`src/design/atlr_pkg.sv`:
```
// shared types and constants of the thick line rasterizer
// no dependencies
`timescale 1ns / 1ps
`default_nettype none

package atlr_pkg;

    localparam int COORD_BITS_DEF  = 12;
    localparam int MAX_SPAN_DEF    = 64;
    localparam int PIX_W           = 32;
    localparam int WIDTH_W         = 8;
    localparam int SHIFT_W         = 5;
    localparam int RECIP_W         = 24;
    localparam int RECIP_HALF      = 12;
    localparam int NUM_W           = 32;
    localparam int SQ_FRAC         = 16;
    localparam int LIM_SHIFT       = 12;
    localparam int WQ_SHIFT        = 19;
    localparam int ALPHA_FRAC      = 23;
    localparam int WIDTH_ONE       = 16;
    localparam int LEN_ONE         = 256;
    localparam int CNT_W           = 6;

    localparam logic [SHIFT_W-1:0] ALPHA_SHIFT_RST = 5'd24;

    localparam logic CMD_LOAD = 1'b0;
    localparam logic CMD_STEP = 1'b1;

    // register index taken from paddr[2]
    localparam logic REG_ALPHA_SHIFT = 1'b0;

    typedef enum logic [3:0] {
        ST_IDLE,
        ST_SQX,
        ST_SQY,
        ST_ROOT,
        ST_RFIX,
        ST_DIV,
        ST_LIM,
        ST_M1,
        ST_M2,
        ST_EMIT
    } state_t;

    typedef enum logic [1:0] {
        PH_CENTRE,
        PH_XSPAN,
        PH_YSPAN
    } phase_t;

endpackage

`default_nettype wire

```
`src/design/antialiased_thick_line_raster.sv`:
```
// Anti-aliased thick line rasterizer. A load beat (command 0) takes both endpoints,
// the Q4.4 weight and the base colour word; the block then runs a bit-per-cycle
// square root for the Q13.8 length and a bit-per-cycle reciprocal, with the
// setup states SQX, SQY, RFIX and LIM around them, and is not ready meanwhile; a
// single point skips the root.
// A step beat (command 1) walks one Bresenham iteration and emits the centre pixel
// followed by the perpendicular span pixels, at most MAX_SPAN_PIXELS pixels in all;
// each pixel takes two partial products of |e|/length through the one shared
// (COORD_BITS+9)x(max of COORD_BITS and 12) multiplier, then alpha and the output
// beat; the block stays busy for the whole step, output stalls included.
// last_of_step marks the final pixel of a step, line_done marks every pixel
// of the step that reaches the endpoint. A step while no line is active is taken
// and produces nothing. alpha_shift sits at byte address 0 of the APB port.
// depends on atlr_pkg and atlr_alpha
`timescale 1ns / 1ps
`default_nettype none

module antialiased_thick_line_raster #(
    parameter int COORD_BITS      = atlr_pkg::COORD_BITS_DEF,
    parameter int MAX_SPAN_PIXELS = atlr_pkg::MAX_SPAN_DEF
) (
    input  wire logic                          aclk,
    input  wire logic                          aresetn,
    // command beats
    input  wire logic                          s_valid,
    output logic                               s_ready,
    input  wire logic                          s_command,
    input  wire logic [COORD_BITS-1:0]         s_x_start,
    input  wire logic [COORD_BITS-1:0]         s_y_start,
    input  wire logic [COORD_BITS-1:0]         s_x_end,
    input  wire logic [COORD_BITS-1:0]         s_y_end,
    input  wire logic [atlr_pkg::WIDTH_W-1:0]  s_line_width,
    input  wire logic [atlr_pkg::PIX_W-1:0]    s_base_pixel,
    // pixel beats
    output logic                               m_valid,
    input  wire logic                          m_ready,
    output logic      [COORD_BITS-1:0]         m_pixel_x,
    output logic      [COORD_BITS-1:0]         m_pixel_y,
    output logic      [atlr_pkg::PIX_W-1:0]    m_pixel_value,
    output logic                               m_last_of_step,
    output logic                               m_line_done,
    // register port
    input  wire logic                          psel,
    input  wire logic                          penable,
    input  wire logic                          pwrite,
    input  wire logic [2:0]                    paddr,
    input  wire logic [31:0]                   pwdata,
    output logic      [31:0]                   prdata,
    output logic                               pready
);

    // widths that follow from the coordinate size
    localparam int C      = COORD_BITS;
    localparam int ERR_W  = C + 3;                 // walk error
    localparam int E_W    = C + 9;                 // local pixel error
    localparam int SQ_W   = 2 * C + 1;             // dx^2 + dy^2
    localparam int V_W    = SQ_W + atlr_pkg::SQ_FRAC;
    localparam int ROOT_W = C + 9;                 // Q.8 length
    localparam int MA_W   = (E_W > ROOT_W) ? E_W : ROOT_W;
    localparam int MB_W   = (C > atlr_pkg::RECIP_HALF) ? C : atlr_pkg::RECIP_HALF;
    localparam int PROD_W = MA_W + MB_W;
    localparam int QW     = MA_W + atlr_pkg::RECIP_W;
    localparam int LIM_W  = ROOT_W + 9;
    localparam int CMP_W  = ((E_W + atlr_pkg::LIM_SHIFT > LIM_W) ?
                             E_W + atlr_pkg::LIM_SHIFT : LIM_W) + 1;
    localparam int N_W    = $clog2(MAX_SPAN_PIXELS + 1);

    // control state
    atlr_pkg::state_t state_reg, state_next;
    atlr_pkg::phase_t phase_reg, phase_next;
    logic                          active_reg, active_next;
    logic [atlr_pkg::SHIFT_W-1:0]  shift_reg, shift_next;
    logic                          m_valid_reg, m_valid_next;

    // line state
    logic [C-1:0]                  cur_x_reg, cur_x_next, cur_y_reg, cur_y_next;
    logic [C-1:0]                  end_x_reg, end_x_next, end_y_reg, end_y_next;
    logic [C-1:0]                  adx_reg, adx_next, ady_reg, ady_next;
    logic                          sxn_reg, sxn_next, syn_reg, syn_next;
    logic signed [ERR_W-1:0]       err_reg, err_next;
    logic [ROOT_W-1:0]             len_reg, len_next;
    logic [atlr_pkg::RECIP_W-1:0]  recip_reg, recip_next;
    logic [atlr_pkg::WIDTH_W-1:0]  width_reg, width_next;
    logic [atlr_pkg::PIX_W-1:0]    base_reg, base_next;
    logic [LIM_W-1:0]              lim_reg, lim_next;

    // shared iterative unit
    logic [SQ_W-1:0]               acc_reg, acc_next;
    logic [V_W-1:0]                rem_reg, rem_next;
    logic [V_W-1:0]                root_reg, root_next;
    logic [V_W-1:0]                bit_reg, bit_next;
    logic [atlr_pkg::NUM_W-1:0]    num_reg, num_next;
    logic [atlr_pkg::CNT_W-1:0]    cnt_reg, cnt_next;
    logic [PROD_W-1:0]             prod_reg, prod_next;
    logic [QW-1:0]                 q_reg, q_next;

    // current pixel and step flags
    logic [C-1:0]                  pix_x_reg, pix_x_next, pix_y_reg, pix_y_next;
    logic signed [E_W-1:0]         epix_reg, epix_next;
    logic [N_W-1:0]                n_reg, n_next;
    logic                          xph_reg, xph_next, yph_reg, yph_next;
    logic                          donex_reg, donex_next, done_reg, done_next;

    // output register
    logic [C-1:0]                  mx_reg, mx_next, my_reg, my_next;
    logic [atlr_pkg::PIX_W-1:0]    mval_reg, mval_next;
    logic                          mlast_reg, mlast_next, mdone_reg, mdone_next;

    // shared multiplier
    logic [MA_W-1:0]               mul_a;
    logic [MB_W-1:0]               mul_b;
    logic [PROD_W-1:0]             mul_p;

    logic [E_W-1:0]                mag;
    logic [atlr_pkg::PIX_W-1:0]    pix_value;

    // combinational helpers
    logic                          s_fire, out_free;
    logic [C-1:0]                  sx_add, sy_add;
    logic signed [E_W-1:0]         keep2, e0, ex0, ey0, exn, eyn;
    logic                          xph_c, yph_raw_c, donex_c;
    logic                          budget, y_start;
    logic                          has_next;
    atlr_pkg::phase_t              nph;
    logic [C-1:0]                  nx, ny;
    logic signed [E_W-1:0]         ne;
    logic [SQ_W-1:0]               sq;
    logic [V_W-1:0]                trial, rootv;
    logic [ROOT_W:0]               dt;
    logic [ROOT_W-1:0]             lenv;
    logic signed [ERR_W-1:0]       err1;

    // span test: e * 4096 < length * (weight + 1)
    function automatic logic lt_lim(input logic signed [E_W-1:0] e,
                                    input logic [LIM_W-1:0] lim);
        logic signed [CMP_W-1:0] a;
        logic signed [CMP_W-1:0] b;
        a = CMP_W'(e) <<< atlr_pkg::LIM_SHIFT;
        b = $signed(CMP_W'(lim));
        return a < b;
    endfunction

    assign mul_p = PROD_W'(mul_a) * PROD_W'(mul_b);
    assign mag   = epix_reg[E_W-1] ? E_W'(-epix_reg) : E_W'(epix_reg);

    atlr_alpha #(
        .QW (QW)
    ) u_alpha (
        .q          (q_reg),
        .line_width (width_reg),
        .base       (base_reg),
        .shift      (shift_reg),
        .value      (pix_value)
    );

    assign s_ready  = (state_reg == atlr_pkg::ST_IDLE);
    assign s_fire   = s_valid && s_ready;
    assign out_free = !m_valid_reg || m_ready;

    assign m_valid        = m_valid_reg;
    assign m_pixel_x      = mx_reg;
    assign m_pixel_y      = my_reg;
    assign m_pixel_value  = mval_reg;
    assign m_last_of_step = mlast_reg;
    assign m_line_done    = mdone_reg;

    assign pready = 1'b1;
    assign prdata = (paddr[2] == atlr_pkg::REG_ALPHA_SHIFT) ? 32'(shift_reg) : 32'd0;

    // walk directions and per-step decisions
    always_comb begin
        sx_add    = sxn_reg ? {C{1'b1}} : C'(1);
        sy_add    = syn_reg ? {C{1'b1}} : C'(1);
        keep2     = E_W'(err_reg) <<< 1;
        e0        = E_W'(err_reg) - $signed(E_W'(adx_reg)) + $signed(E_W'(ady_reg));
        ex0       = E_W'(err_reg) + $signed(E_W'(ady_reg));
        ey0       = $signed(E_W'(adx_reg)) - E_W'(err_reg);
        exn       = epix_reg + $signed(E_W'(adx_reg));
        eyn       = epix_reg + $signed(E_W'(ady_reg));
        xph_c     = keep2 >= -$signed(E_W'(adx_reg));
        yph_raw_c = keep2 <= $signed(E_W'(ady_reg));
        donex_c   = xph_c && (cur_x_reg == end_x_reg);
        budget    = (N_W'(n_reg + N_W'(1))) < N_W'(MAX_SPAN_PIXELS);
        y_start   = yph_reg && budget && lt_lim(ey0, lim_reg)
                    && ((end_x_reg != cur_x_reg) || (adx_reg < ady_reg));
    end

    // next pixel of the step, if any
    always_comb begin
        has_next = 1'b0;
        nph      = phase_reg;
        nx       = pix_x_reg;
        ny       = pix_y_reg;
        ne       = epix_reg;
        unique case (phase_reg)
            atlr_pkg::PH_CENTRE: begin
                if (xph_reg && budget && lt_lim(ex0, lim_reg)
                    && ((end_y_reg != cur_y_reg) || (adx_reg > ady_reg))) begin
                    has_next = 1'b1;
                    nph      = atlr_pkg::PH_XSPAN;
                    nx       = cur_x_reg;
                    ny       = cur_y_reg + sy_add;
                    ne       = ex0;
                end else if (y_start) begin
                    has_next = 1'b1;
                    nph      = atlr_pkg::PH_YSPAN;
                    nx       = cur_x_reg + sx_add;
                    ny       = cur_y_reg;
                    ne       = ey0;
                end
            end
            atlr_pkg::PH_XSPAN: begin
                if (budget && lt_lim(exn, lim_reg)
                    && ((end_y_reg != pix_y_reg) || (adx_reg > ady_reg))) begin
                    has_next = 1'b1;
                    nph      = atlr_pkg::PH_XSPAN;
                    nx       = cur_x_reg;
                    ny       = pix_y_reg + sy_add;
                    ne       = exn;
                end else if (y_start) begin
                    has_next = 1'b1;
                    nph      = atlr_pkg::PH_YSPAN;
                    nx       = cur_x_reg + sx_add;
                    ny       = cur_y_reg;
                    ne       = ey0;
                end
            end
            atlr_pkg::PH_YSPAN: begin
                if (budget && lt_lim(eyn, lim_reg)
                    && ((end_x_reg != pix_x_reg) || (adx_reg < ady_reg))) begin
                    has_next = 1'b1;
                    nph      = atlr_pkg::PH_YSPAN;
                    nx       = pix_x_reg + sx_add;
                    ny       = cur_y_reg;
                    ne       = eyn;
                end
            end
            default: begin
                has_next = 1'b0;
            end
        endcase
    end

    // sequencer: next state and datapath
    always_comb begin
        state_next   = state_reg;
        phase_next   = phase_reg;
        active_next  = active_reg;
        shift_next   = shift_reg;
        m_valid_next = m_valid_reg;
        cur_x_next   = cur_x_reg;
        cur_y_next   = cur_y_reg;
        end_x_next   = end_x_reg;
        end_y_next   = end_y_reg;
        adx_next     = adx_reg;
        ady_next     = ady_reg;
        sxn_next     = sxn_reg;
        syn_next     = syn_reg;
        err_next     = err_reg;
        len_next     = len_reg;
        recip_next   = recip_reg;
        width_next   = width_reg;
        base_next    = base_reg;
        lim_next     = lim_reg;
        acc_next     = acc_reg;
        rem_next     = rem_reg;
        root_next    = root_reg;
        bit_next     = bit_reg;
        num_next     = num_reg;
        cnt_next     = cnt_reg;
        prod_next    = prod_reg;
        q_next       = q_reg;
        pix_x_next   = pix_x_reg;
        pix_y_next   = pix_y_reg;
        epix_next    = epix_reg;
        n_next       = n_reg;
        xph_next     = xph_reg;
        yph_next     = yph_reg;
        donex_next   = donex_reg;
        done_next    = done_reg;
        mx_next      = mx_reg;
        my_next      = my_reg;
        mval_next    = mval_reg;
        mlast_next   = mlast_reg;
        mdone_next   = mdone_reg;
        mul_a        = '0;
        mul_b        = '0;
        sq           = '0;
        trial        = '0;
        rootv        = '0;
        dt           = '0;
        lenv         = '0;
        err1         = err_reg;

        if (m_valid_reg && m_ready) begin
            m_valid_next = 1'b0;
        end

        if (psel && penable && pwrite && (paddr[2] == atlr_pkg::REG_ALPHA_SHIFT)) begin
            shift_next = pwdata[atlr_pkg::SHIFT_W-1:0];
        end

        unique case (state_reg)
            atlr_pkg::ST_IDLE: begin
                if (s_fire && (s_command == atlr_pkg::CMD_LOAD)) begin
                    cur_x_next  = s_x_start;
                    cur_y_next  = s_y_start;
                    end_x_next  = s_x_end;
                    end_y_next  = s_y_end;
                    adx_next    = (s_x_start < s_x_end) ? s_x_end - s_x_start
                                                        : s_x_start - s_x_end;
                    ady_next    = (s_y_start < s_y_end) ? s_y_end - s_y_start
                                                        : s_y_start - s_y_end;
                    sxn_next    = !(s_x_start < s_x_end);
                    syn_next    = !(s_y_start < s_y_end);
                    err_next    = $signed(ERR_W'(adx_next)) - $signed(ERR_W'(ady_next));
                    width_next  = s_line_width;
                    base_next   = s_base_pixel;
                    active_next = 1'b1;
                    state_next  = atlr_pkg::ST_SQX;
                end else if (s_fire && active_reg) begin
                    // centre pixel of the step; the step's shape is settled here
                    pix_x_next = cur_x_reg;
                    pix_y_next = cur_y_reg;
                    epix_next  = e0;
                    phase_next = atlr_pkg::PH_CENTRE;
                    n_next     = '0;
                    xph_next   = xph_c;
                    donex_next = donex_c;
                    yph_next   = !donex_c && yph_raw_c;
                    done_next  = donex_c || (!donex_c && yph_raw_c
                                             && (cur_y_reg == end_y_reg));
                    state_next = atlr_pkg::ST_M1;
                end
            end
            atlr_pkg::ST_SQX: begin
                mul_a      = MA_W'(adx_reg);
                mul_b      = MB_W'(adx_reg);
                acc_next   = mul_p[SQ_W-1:0];
                state_next = atlr_pkg::ST_SQY;
            end
            atlr_pkg::ST_SQY: begin
                mul_a = MA_W'(ady_reg);
                mul_b = MB_W'(ady_reg);
                sq    = acc_reg + mul_p[SQ_W-1:0];
                cnt_next = '0;
                if (sq == '0) begin
                    // single point: length is exactly one
                    rem_next   = '0;
                    root_next  = V_W'(atlr_pkg::LEN_ONE);
                    state_next = atlr_pkg::ST_RFIX;
                end else begin
                    rem_next   = V_W'(sq) << atlr_pkg::SQ_FRAC;
                    root_next  = '0;
                    bit_next   = V_W'(1) << (2 * (ROOT_W - 1));
                    state_next = atlr_pkg::ST_ROOT;
                end
            end
            atlr_pkg::ST_ROOT: begin
                // one result bit per cycle
                trial = root_reg + bit_reg;
                if (rem_reg >= trial) begin
                    rem_next  = rem_reg - trial;
                    root_next = (root_reg >> 1) + bit_reg;
                end else begin
                    root_next = root_reg >> 1;
                end
                bit_next = bit_reg >> 2;
                cnt_next = cnt_reg + atlr_pkg::CNT_W'(1);
                if (cnt_reg == atlr_pkg::CNT_W'(ROOT_W - 1)) begin
                    state_next = atlr_pkg::ST_RFIX;
                end
            end
            atlr_pkg::ST_RFIX: begin
                // round to nearest, then seed the reciprocal
                rootv      = (rem_reg > root_reg) ? root_reg + V_W'(1) : root_reg;
                lenv       = rootv[ROOT_W-1:0];
                len_next   = lenv;
                num_next   = (atlr_pkg::NUM_W'(1) << (atlr_pkg::NUM_W - 1))
                             + atlr_pkg::NUM_W'(lenv >> 1);
                rem_next   = '0;
                cnt_next   = '0;
                state_next = atlr_pkg::ST_DIV;
            end
            atlr_pkg::ST_DIV: begin
                // restoring division, one quotient bit per cycle
                dt = {rem_reg[ROOT_W-1:0], num_reg[atlr_pkg::NUM_W-1]};
                if (dt >= {1'b0, len_reg}) begin
                    rem_next = V_W'(dt - {1'b0, len_reg});
                    num_next = {num_reg[atlr_pkg::NUM_W-2:0], 1'b1};
                end else begin
                    rem_next = V_W'(dt);
                    num_next = {num_reg[atlr_pkg::NUM_W-2:0], 1'b0};
                end
                cnt_next = cnt_reg + atlr_pkg::CNT_W'(1);
                if (cnt_reg == atlr_pkg::CNT_W'(atlr_pkg::NUM_W - 1)) begin
                    state_next = atlr_pkg::ST_LIM;
                end
            end
            atlr_pkg::ST_LIM: begin
                recip_next = num_reg[atlr_pkg::RECIP_W-1:0];
                mul_a      = MA_W'(len_reg);
                mul_b      = MB_W'(width_reg) + MB_W'(atlr_pkg::WIDTH_ONE);
                lim_next   = mul_p[LIM_W-1:0];
                state_next = atlr_pkg::ST_IDLE;
            end
            atlr_pkg::ST_M1: begin
                mul_a      = MA_W'(mag);
                mul_b      = MB_W'(recip_reg[atlr_pkg::RECIP_HALF-1:0]);
                prod_next  = mul_p;
                state_next = atlr_pkg::ST_M2;
            end
            atlr_pkg::ST_M2: begin
                mul_a      = MA_W'(mag);
                mul_b      = MB_W'(recip_reg[atlr_pkg::RECIP_W-1:atlr_pkg::RECIP_HALF]);
                q_next     = QW'(prod_reg) + (QW'(mul_p) << atlr_pkg::RECIP_HALF);
                state_next = atlr_pkg::ST_EMIT;
            end
            atlr_pkg::ST_EMIT: begin
                if (out_free) begin
                    m_valid_next = 1'b1;
                    mx_next      = pix_x_reg;
                    my_next      = pix_y_reg;
                    mval_next    = pix_value;
                    mlast_next   = !has_next;
                    mdone_next   = done_reg;
                    if (has_next) begin
                        phase_next = nph;
                        pix_x_next = nx;
                        pix_y_next = ny;
                        epix_next  = ne;
                        n_next     = n_reg + N_W'(1);
                        state_next = atlr_pkg::ST_M1;
                    end else begin
                        // advance the walk at the end of the step
                        if (xph_reg && !donex_reg) begin
                            err1       = err_reg - $signed(ERR_W'(ady_reg));
                            cur_x_next = cur_x_reg + sx_add;
                        end
                        if (yph_reg && (cur_y_reg != end_y_reg)) begin
                            err_next   = err1 + $signed(ERR_W'(adx_reg));
                            cur_y_next = cur_y_reg + sy_add;
                        end else begin
                            err_next = err1;
                        end
                        if (done_reg) begin
                            active_next = 1'b0;
                        end
                        state_next = atlr_pkg::ST_IDLE;
                    end
                end
            end
            default: begin
                state_next = atlr_pkg::ST_IDLE;
            end
        endcase
    end

    // control registers
    always_ff @(posedge aclk) begin
        if (!aresetn) begin
            state_reg   <= atlr_pkg::ST_IDLE;
            phase_reg   <= atlr_pkg::PH_CENTRE;
            active_reg  <= 1'b0;
            shift_reg   <= atlr_pkg::ALPHA_SHIFT_RST;
            m_valid_reg <= 1'b0;
            cnt_reg     <= '0;
            n_reg       <= '0;
        end else begin
            state_reg   <= state_next;
            phase_reg   <= phase_next;
            active_reg  <= active_next;
            shift_reg   <= shift_next;
            m_valid_reg <= m_valid_next;
            cnt_reg     <= cnt_next;
            n_reg       <= n_next;
        end
    end

    // datapath registers
    always_ff @(posedge aclk) begin
        cur_x_reg  <= cur_x_next;
        cur_y_reg  <= cur_y_next;
        end_x_reg  <= end_x_next;
        end_y_reg  <= end_y_next;
        adx_reg    <= adx_next;
        ady_reg    <= ady_next;
        sxn_reg    <= sxn_next;
        syn_reg    <= syn_next;
        err_reg    <= err_next;
        len_reg    <= len_next;
        recip_reg  <= recip_next;
        width_reg  <= width_next;
        base_reg   <= base_next;
        lim_reg    <= lim_next;
        acc_reg    <= acc_next;
        rem_reg    <= rem_next;
        root_reg   <= root_next;
        bit_reg    <= bit_next;
        num_reg    <= num_next;
        prod_reg   <= prod_next;
        q_reg      <= q_next;
        pix_x_reg  <= pix_x_next;
        pix_y_reg  <= pix_y_next;
        epix_reg   <= epix_next;
        xph_reg    <= xph_next;
        yph_reg    <= yph_next;
        donex_reg  <= donex_next;
        done_reg   <= done_next;
        mx_reg     <= mx_next;
        my_reg     <= my_next;
        mval_reg   <= mval_next;
        mlast_reg  <= mlast_next;
        mdone_reg  <= mdone_next;
    end

endmodule

`default_nettype wire

```
`src/design/atlr_alpha.sv`:
```
// coverage-to-alpha conversion and pixel word assembly
// depends on atlr_pkg
`timescale 1ns / 1ps
`default_nettype none

module atlr_alpha #(
    parameter int QW = 45
) (
    input  wire logic [QW-1:0]                   q,
    input  wire logic [atlr_pkg::WIDTH_W-1:0]    line_width,
    input  wire logic [atlr_pkg::PIX_W-1:0]      base,
    input  wire logic [atlr_pkg::SHIFT_W-1:0]    shift,
    output logic      [atlr_pkg::PIX_W-1:0]      value
);

    localparam int TW = QW + 8;
    localparam int AW = TW - atlr_pkg::ALPHA_FRAC;

    logic [QW-1:0] wq;
    logic [QW-1:0] diff;
    logic [TW-1:0] t;
    logic [AW-1:0] a;
    logic [7:0]    alpha;

    always_comb begin
        wq   = QW'(line_width) << atlr_pkg::WQ_SHIFT;
        diff = q - wq;
        // 255*diff + half lsb, then drop the fraction
        t    = (TW'(diff) << 8) - TW'(diff) + (TW'(1) << (atlr_pkg::ALPHA_FRAC - 1));
        a    = t[TW-1:atlr_pkg::ALPHA_FRAC];
        if (q <= wq) begin
            alpha = 8'd0;
        end else if (|a[AW-1:8]) begin
            alpha = 8'hff;
        end else begin
            alpha = a[7:0];
        end
        value = base | (atlr_pkg::PIX_W'(alpha) << shift);
    end

endmodule

`default_nettype wire

```
`config.mk`:
```
export PLATFORM = sky130hd
export DESIGN_NAME = antialiased_thick_line_raster
export DESIGN_NICKNAME = d
export VERILOG_FILES = /design/src/design/atlr_pkg.sv /design/src/design/antialiased_thick_line_raster.sv /design/src/design/atlr_alpha.sv
export SDC_FILE = /design/constraint.sdc
export NUM_CORES = 2
export LEC_CHECK = 0
export ABC_CLOCK_PERIOD_IN_PS = 28700
export BUFFER_PORTS_ARGS = -buffer_cell sky130_fd_sc_hd__buf_2
export CAP_MARGIN = 25
export CELL_PAD_IN_SITES_DETAIL_PLACEMENT = 0
export CELL_PAD_IN_SITES_GLOBAL_PLACEMENT = 2
export CORE_ASPECT_RATIO = 1.2
export CORE_MARGIN = 1.5
export CORE_UTILIZATION = 40
export DETAILED_ROUTE_END_ITERATION = 8
export MAX_ROUTING_LAYER = met4
export PLACE_DENSITY = 0.81
export SLEW_MARGIN = 20
export SYNTH_ARGS = -nofsm -noshare
export SYNTH_HDL_FRONTEND = slang
export SYNTH_HIERARCHICAL = 1
export SYNTH_SLANG_ARGS = --single-unit
```
`constraint.sdc`:
```
create_clock -name aclk -period 28.7 [get_ports aclk]
set_clock_uncertainty 0.15 [all_clocks]
set_input_delay 5.74 -clock aclk [delete_from_list [all_inputs] [get_ports aclk]]
set_output_delay 5.74 -clock aclk [all_outputs]
set_load 0.03 [all_outputs]
```
# Yosys cells after proc, flatten, opt, wreduce, memory -nomap -nowiden

Cells that the tools add are included.

Bits in registers: 595
Bits of input ports: 131
Output and inout bits: 93
Logic and storage cells: 296

$add $sub $neg: 33
$mul: 1
$lt $le $gt $ge: 15
Equality and inequality tests: 36
Shifts and indexed selects: 1
Multiplexer cells: 108
Bitwise gates (word level): 4
Reduce and logical (&&, ||, !) cells: 58

Operators with widths:

| operator                 | number |
|---|---|
| $mux W12                 | 28 |
| $mux W21                 | 10 |
| $mux W41                 | 5 |
| $pmux W41 S2             | 2 |
| $pmux W41 S4             | 1 |
| $mux W15                 | 8 |
| $pmux W12 S2             | 4 |
| $pmux W21 S4             | 1 |
| $pmux W12 S3             | 2 |
| $lt A33 B31 Y1           | 2 |
| $pmux W32 S2             | 1 |
| $pmux W21 S3             | 1 |
| $lt A28 B31 Y1           | 2 |
| $ne A12 B12 Y1           | 5 |
| $pmux W12 S5             | 1 |
| $add A53 B23 Y53 const B | 1 |
| $sub A53 B45 Y53         | 1 |
| $add A12 B12 Y12         | 4 |
| $sub A12 B12 Y12         | 4 |
| $add A33 B45 Y45         | 1 |
| $le A45 B27 Y1           | 1 |
| $sub A45 B27 Y45         | 1 |
| $add A21 B13 Y21         | 2 |
| $pmux W21 S2             | 1 |
| 75 further kinds         | 167 |

# Longest topological paths before layout

Depth in word-level cells: 16
Mapped depth: 41
Mapped depth without buffers: 38

# By module

Netlist, hierarchy kept.

Modules (own cells, without submodules):

| module                        | times used | cells each | area each (um^2) | seq. area each (um^2) |
|---|---|---|---|---|
| antialiased_thick_line_raster | 1          | 5559       | 52910.7          | 17006.3 |
| atlr_alpha                    | 1          | 753        | 5102.4           | 0.0 |

# Least setup slack after synthesis

Ideal clock, no wire load.

Kind: input -> output
From: input port paddr[2]
To: output port prdata[0]
Arrival time: 6.172 ns
Required time: 22.810 ns
Setup slack: 16.638 ns
Stages: 1
Buffers on the path: 0
Cell sequence: nor2b_1

Longest elaborated chain between the ends: 1

RTL lines:

| item            | RTL line                             | source |
|---|---|---|
| start, declared | antialiased_thick_line_raster.sv:46  | `input wire logic [2:0] paddr,` |
| $mux W5         | antialiased_thick_line_raster.sv:168 | `assign prdata = (paddr[2] == atlr_pkg::REG_ALPHA_SHIFT) ? 32'(shift_reg) : 32'd0;` |
| end, declared   | antialiased_thick_line_raster.sv:48  | `output logic [31:0] prdata,` |

No other way between the ends.

# Worst setup path in the final report

From: register state_reg[2]
To: register bit_reg[2], enable pin

Longest elaborated chain between the ends: 8
Elaborated cells on any way between the ends: 15
Classes of those cells: add/sub (1); mul (1); eq/ne (7); mux (2); reduce/logical (4)

RTL lines:

| item                                         | RTL line                             | source |
|---|---|---|
| start, declared                              | antialiased_thick_line_raster.sv:69  | `atlr_pkg::state_t state_reg, state_next;` |
| start signal, assigned                       | antialiased_thick_line_raster.sv:462 | `state_reg <= atlr_pkg::ST_IDLE;` |
| start signal, assigned                       | antialiased_thick_line_raster.sv:470 | `state_reg <= state_next;` |
| $eq A4 B4 Y1 or $eq A4 B3 Y1 (tied branches) | antialiased_thick_line_raster.sv:303 | `unique case (state_reg)` |
| $reduce_or A2 Y1 (no source line)            | --                                   |  |
| $pmux W21 S4                                 | antialiased_thick_line_raster.sv:303 |  |
| $mul A21 B12 Y33 *                           | antialiased_thick_line_raster.sv:143 | `assign mul_p = PROD_W'(mul_a) * PROD_W'(mul_b);` |
| net mul_p[18]                                | antialiased_thick_line_raster.sv:112 | `logic [PROD_W-1:0] mul_p;` |
| $add A25 B25 Y25 *                           | antialiased_thick_line_raster.sv:345 | `sq = acc_reg + mul_p[SQ_W-1:0];` |
| $logic_not A25 Y1 *                          | antialiased_thick_line_raster.sv:347 | `if (sq == '0) begin` |
| $ne A2 B2 Y1 (no source line) *              | --                                   |  |
| $reduce_and A2 Y1 (no source line) *         | --                                   |  |
| end signal, assigned                         | antialiased_thick_line_raster.sv:499 | `bit_reg <= bit_next;` |
| end, declared                                | antialiased_thick_line_raster.sv:91  | `logic [V_W-1:0] bit_reg, bit_next;` |

The timed path passes the listed nets; every way through them passes the cells marked *.
A chain may end at the register's enable or synchronous reset.

==> run summary <==
status = finished, final reports clean
Clock Sinks = 575
worst endpoint data arrival time = 12.44 ns
CTS tree = done
worst rel slew slack = 25.8%
CTS H-tree lvls = 3
top routing layer used = met4
yosys warns = 6
most frequent cells in the layout = ha_1 (663), inv_1 (566), nand2_1 (560)
slowest cell delay on critical path = 0.76 ns
initial antenna violation count = 2
most common cell after layout, fill and taps aside = ha_1
Die Wd = 351 µm
library cells used by synthesis = 124
CP endpoint kind = flop
clk buf depth = 3
crit path to = bit_reg[2]
Clock Latency Late Sink = 0.71 ns
reg2reg path depth = 39
die area = 147000 µm²
r2r setup slk = 16.49 ns
WL met3 = 8100 µm
minimum clock period after layout = 12.21 ns
# DRC = 0
measured slew at the worst slew-check pin = 1.11 ns
DR WL/cell = 22.9 µm
met2 routed WL = 96600 µm
row cnt = 152
critical path start-end classification = flop to flop
post-CTS sizing = 0
DR pass1 iterations = 6
grt total ovfl = 0
nets@finish = 7458
IO buf count = 166
Crit-path slowest cell = nand2_1
die height = 420 µm
fmax = 81.9 MHz
RePlAce Congestion = 0.916
ys async rst share = 0%
Worst Setup Start Kind = flop
Final ANT Viol Nets = 0
share of the synthesized area in the top cell type = 28.4%
Post-CTS Setup Inserts = 0
routed wire length = 193000 µm
met1 wire length = 79800 µm
via count = 48100
max-cap violation count = 0
gr usage total = 26.8%
clk slew on worst S/H paths = 0.05 ns
RSZ-0062 raised after global routing = no
Setup TNS = 0 ns
Seq/Total Area, Yosys = 29.3%
share of layout cells above drive strength 1 = 8.20%
synthesized cell area = 58000 µm²
DRT iter0 DRCs = 3105
Hold Fails Final Rpt = 0
Req. time, crit path = 28.94 ns
#FFs+latches synth = 575
FF-to-FF Start = state_reg[2]
highest ir drop seen on vdd = 0.000137 V
clock buffer count from CTS = 74
hold_ws = 0.263 ns
top cells by area, synth = edfxtp_1 (28%), ha_1 (14%), fa_1 (7.7%)
critical path fanouts, max = 64
hold buffer count at cts = 0
Post-synth EDFFs = 549
Setup crit start = state_reg[2]
Slew Viols, Final = 0
Root Driver = clkbuf_16
Setup violations, final = 0
worst hold path type = flop to flop
Post-synth top flop = edfxtp_1
max reg flops = 45
cell leakage power = 27.0 nW
I/O pins = 224
hpwl dp = 152000 µm
Synth Instances = 6312
syn avg cell area = 9.19 µm²
number of global-route vias before repair = 48100
first-pass GRT wire length = 293000 µm
Synth area leader = edfxtp_1
Worst R2R End = bit_reg[2]
pwr/cell area = 102 nW/µm²
largest net degree at the start of global routing = 65
Initial Utilization = 40.4%
synthesis-to-finish area growth = 9.76%
Core Area = 144000 µm²
Via density = 5.71
Final period util = 42.5%
routing by layer:
| metal | GRT usage (%) | vias up |
|---|---|---|
| met5 | - | - |
| met4 | 11.4 | 0 |
| met3 | 2.75 | 310 |
| met2 | 46.2 | 1169 |
| met1 | 31.7 | 23500 |
| li1 | - | 23100 |
how the worst min path moves through the flow:
stage                      from  endpoint  slack, ns  cells past startpoint
CTS                 prod_reg[1]  q_reg[1]       0.27                      0
detailed placement  prod_reg[1]  q_reg[1]       0.25                      0
floorplan           prod_reg[0]  q_reg[0]       0.25                      0
global route        prod_reg[2]  q_reg[2]       0.27                      0
global placement    prod_reg[0]  q_reg[0]       0.25                      0
finish              prod_reg[1]  q_reg[1]       0.26                      0
power by group:
group | leakage, nW | internal, mW | switching (mW)
combinational | 20.6 | 1.54 | 2.61
clock | 1.16 | 0.536 | 0.418
sequential | 5.25 | 1.21 | 0.153
cells by family (layout without fill, tap and decap cells):
logic type	count (synthesis)	count (layout)	share of synthesized area (%)
AND/OR/NAND/NOR	1780	1780	14.8
AO/OA/AOI/OAI	1668	1668	19.1
adder cells (fa/ha/maj)	885	885	22.0
buffers and inverters	814	976	5.57
flip-flops	575	575	29.3
XOR/XNOR	491	491	7.43
multiplexers	97	97	1.78
other	2	29	0.0129
cell usage after synthesis, types with 17 or more instances:
cell type,instances
ha_1,663
inv_1,569
nand2_1,561
edfxtp_1,549
a21oi_1,417
nor2_1,410
xnor2_1,317
o21ai_0,313
fa_1,222
clkbuf_1,175
xor2_1,173
a21o_1,168
nand3_1,128
nor3_1,108
and2_1,103
a31oi_1,95
nand4_1,93
a211oi_1,89
and3_1,68
nand2b_1,68
o21bai_1,63
nor2b_1,59
o21a_1,58
mux2i_1,57
o211ai_1,57
o22ai_1,48
or3_1,43
nor4_1,42
o31ai_1,40
mux2_2,38
buf_4,32
dfxtp_1,26
a211o_1,25
a22oi_1,22
or2_2,22
a21boi_0,21
a221o_1,19
o221ai_1,17
layout make-up:
type,instances,area (µm²)
diodes,1,2.50
multi-input cells,4949,38000
flip-flops and latches,575,17000
clock buffers,85,1930
fillers,14100,79900
inverters,579,2180
repair buffers,263,1610
clock inverters,49,507
well taps,1925,2410
critical path, delay by kind of cell (launching register included):
family	cells	cell delay (ns)
adders and majority gates	7	3.15
buffers and inverters	8	1.63
and+or+nand+nor	11	2.94
xor gates and xnor gates	2	0.38
AOI/OAI and AO/OA	11	2.93
DFF	1	0.64
per-stage QoR:
step	instance area (µm²)	util (%)	total power, mW	std cells	worst slack (ns)
floorplan	58100	-	4.18	6338	16.64
global placement	61100	42.6	5.47	8286	15.95
detailed placement	61200	42.6	5.49	8288	15.92
CTS	63600	44.3	6.48	8422	15.85
global route	63700	44.3	6.94	8425	15.66
finish	63700	44.3	6.46	8426	16.49
No activity file was read; power rests on OpenSTA's default activity.
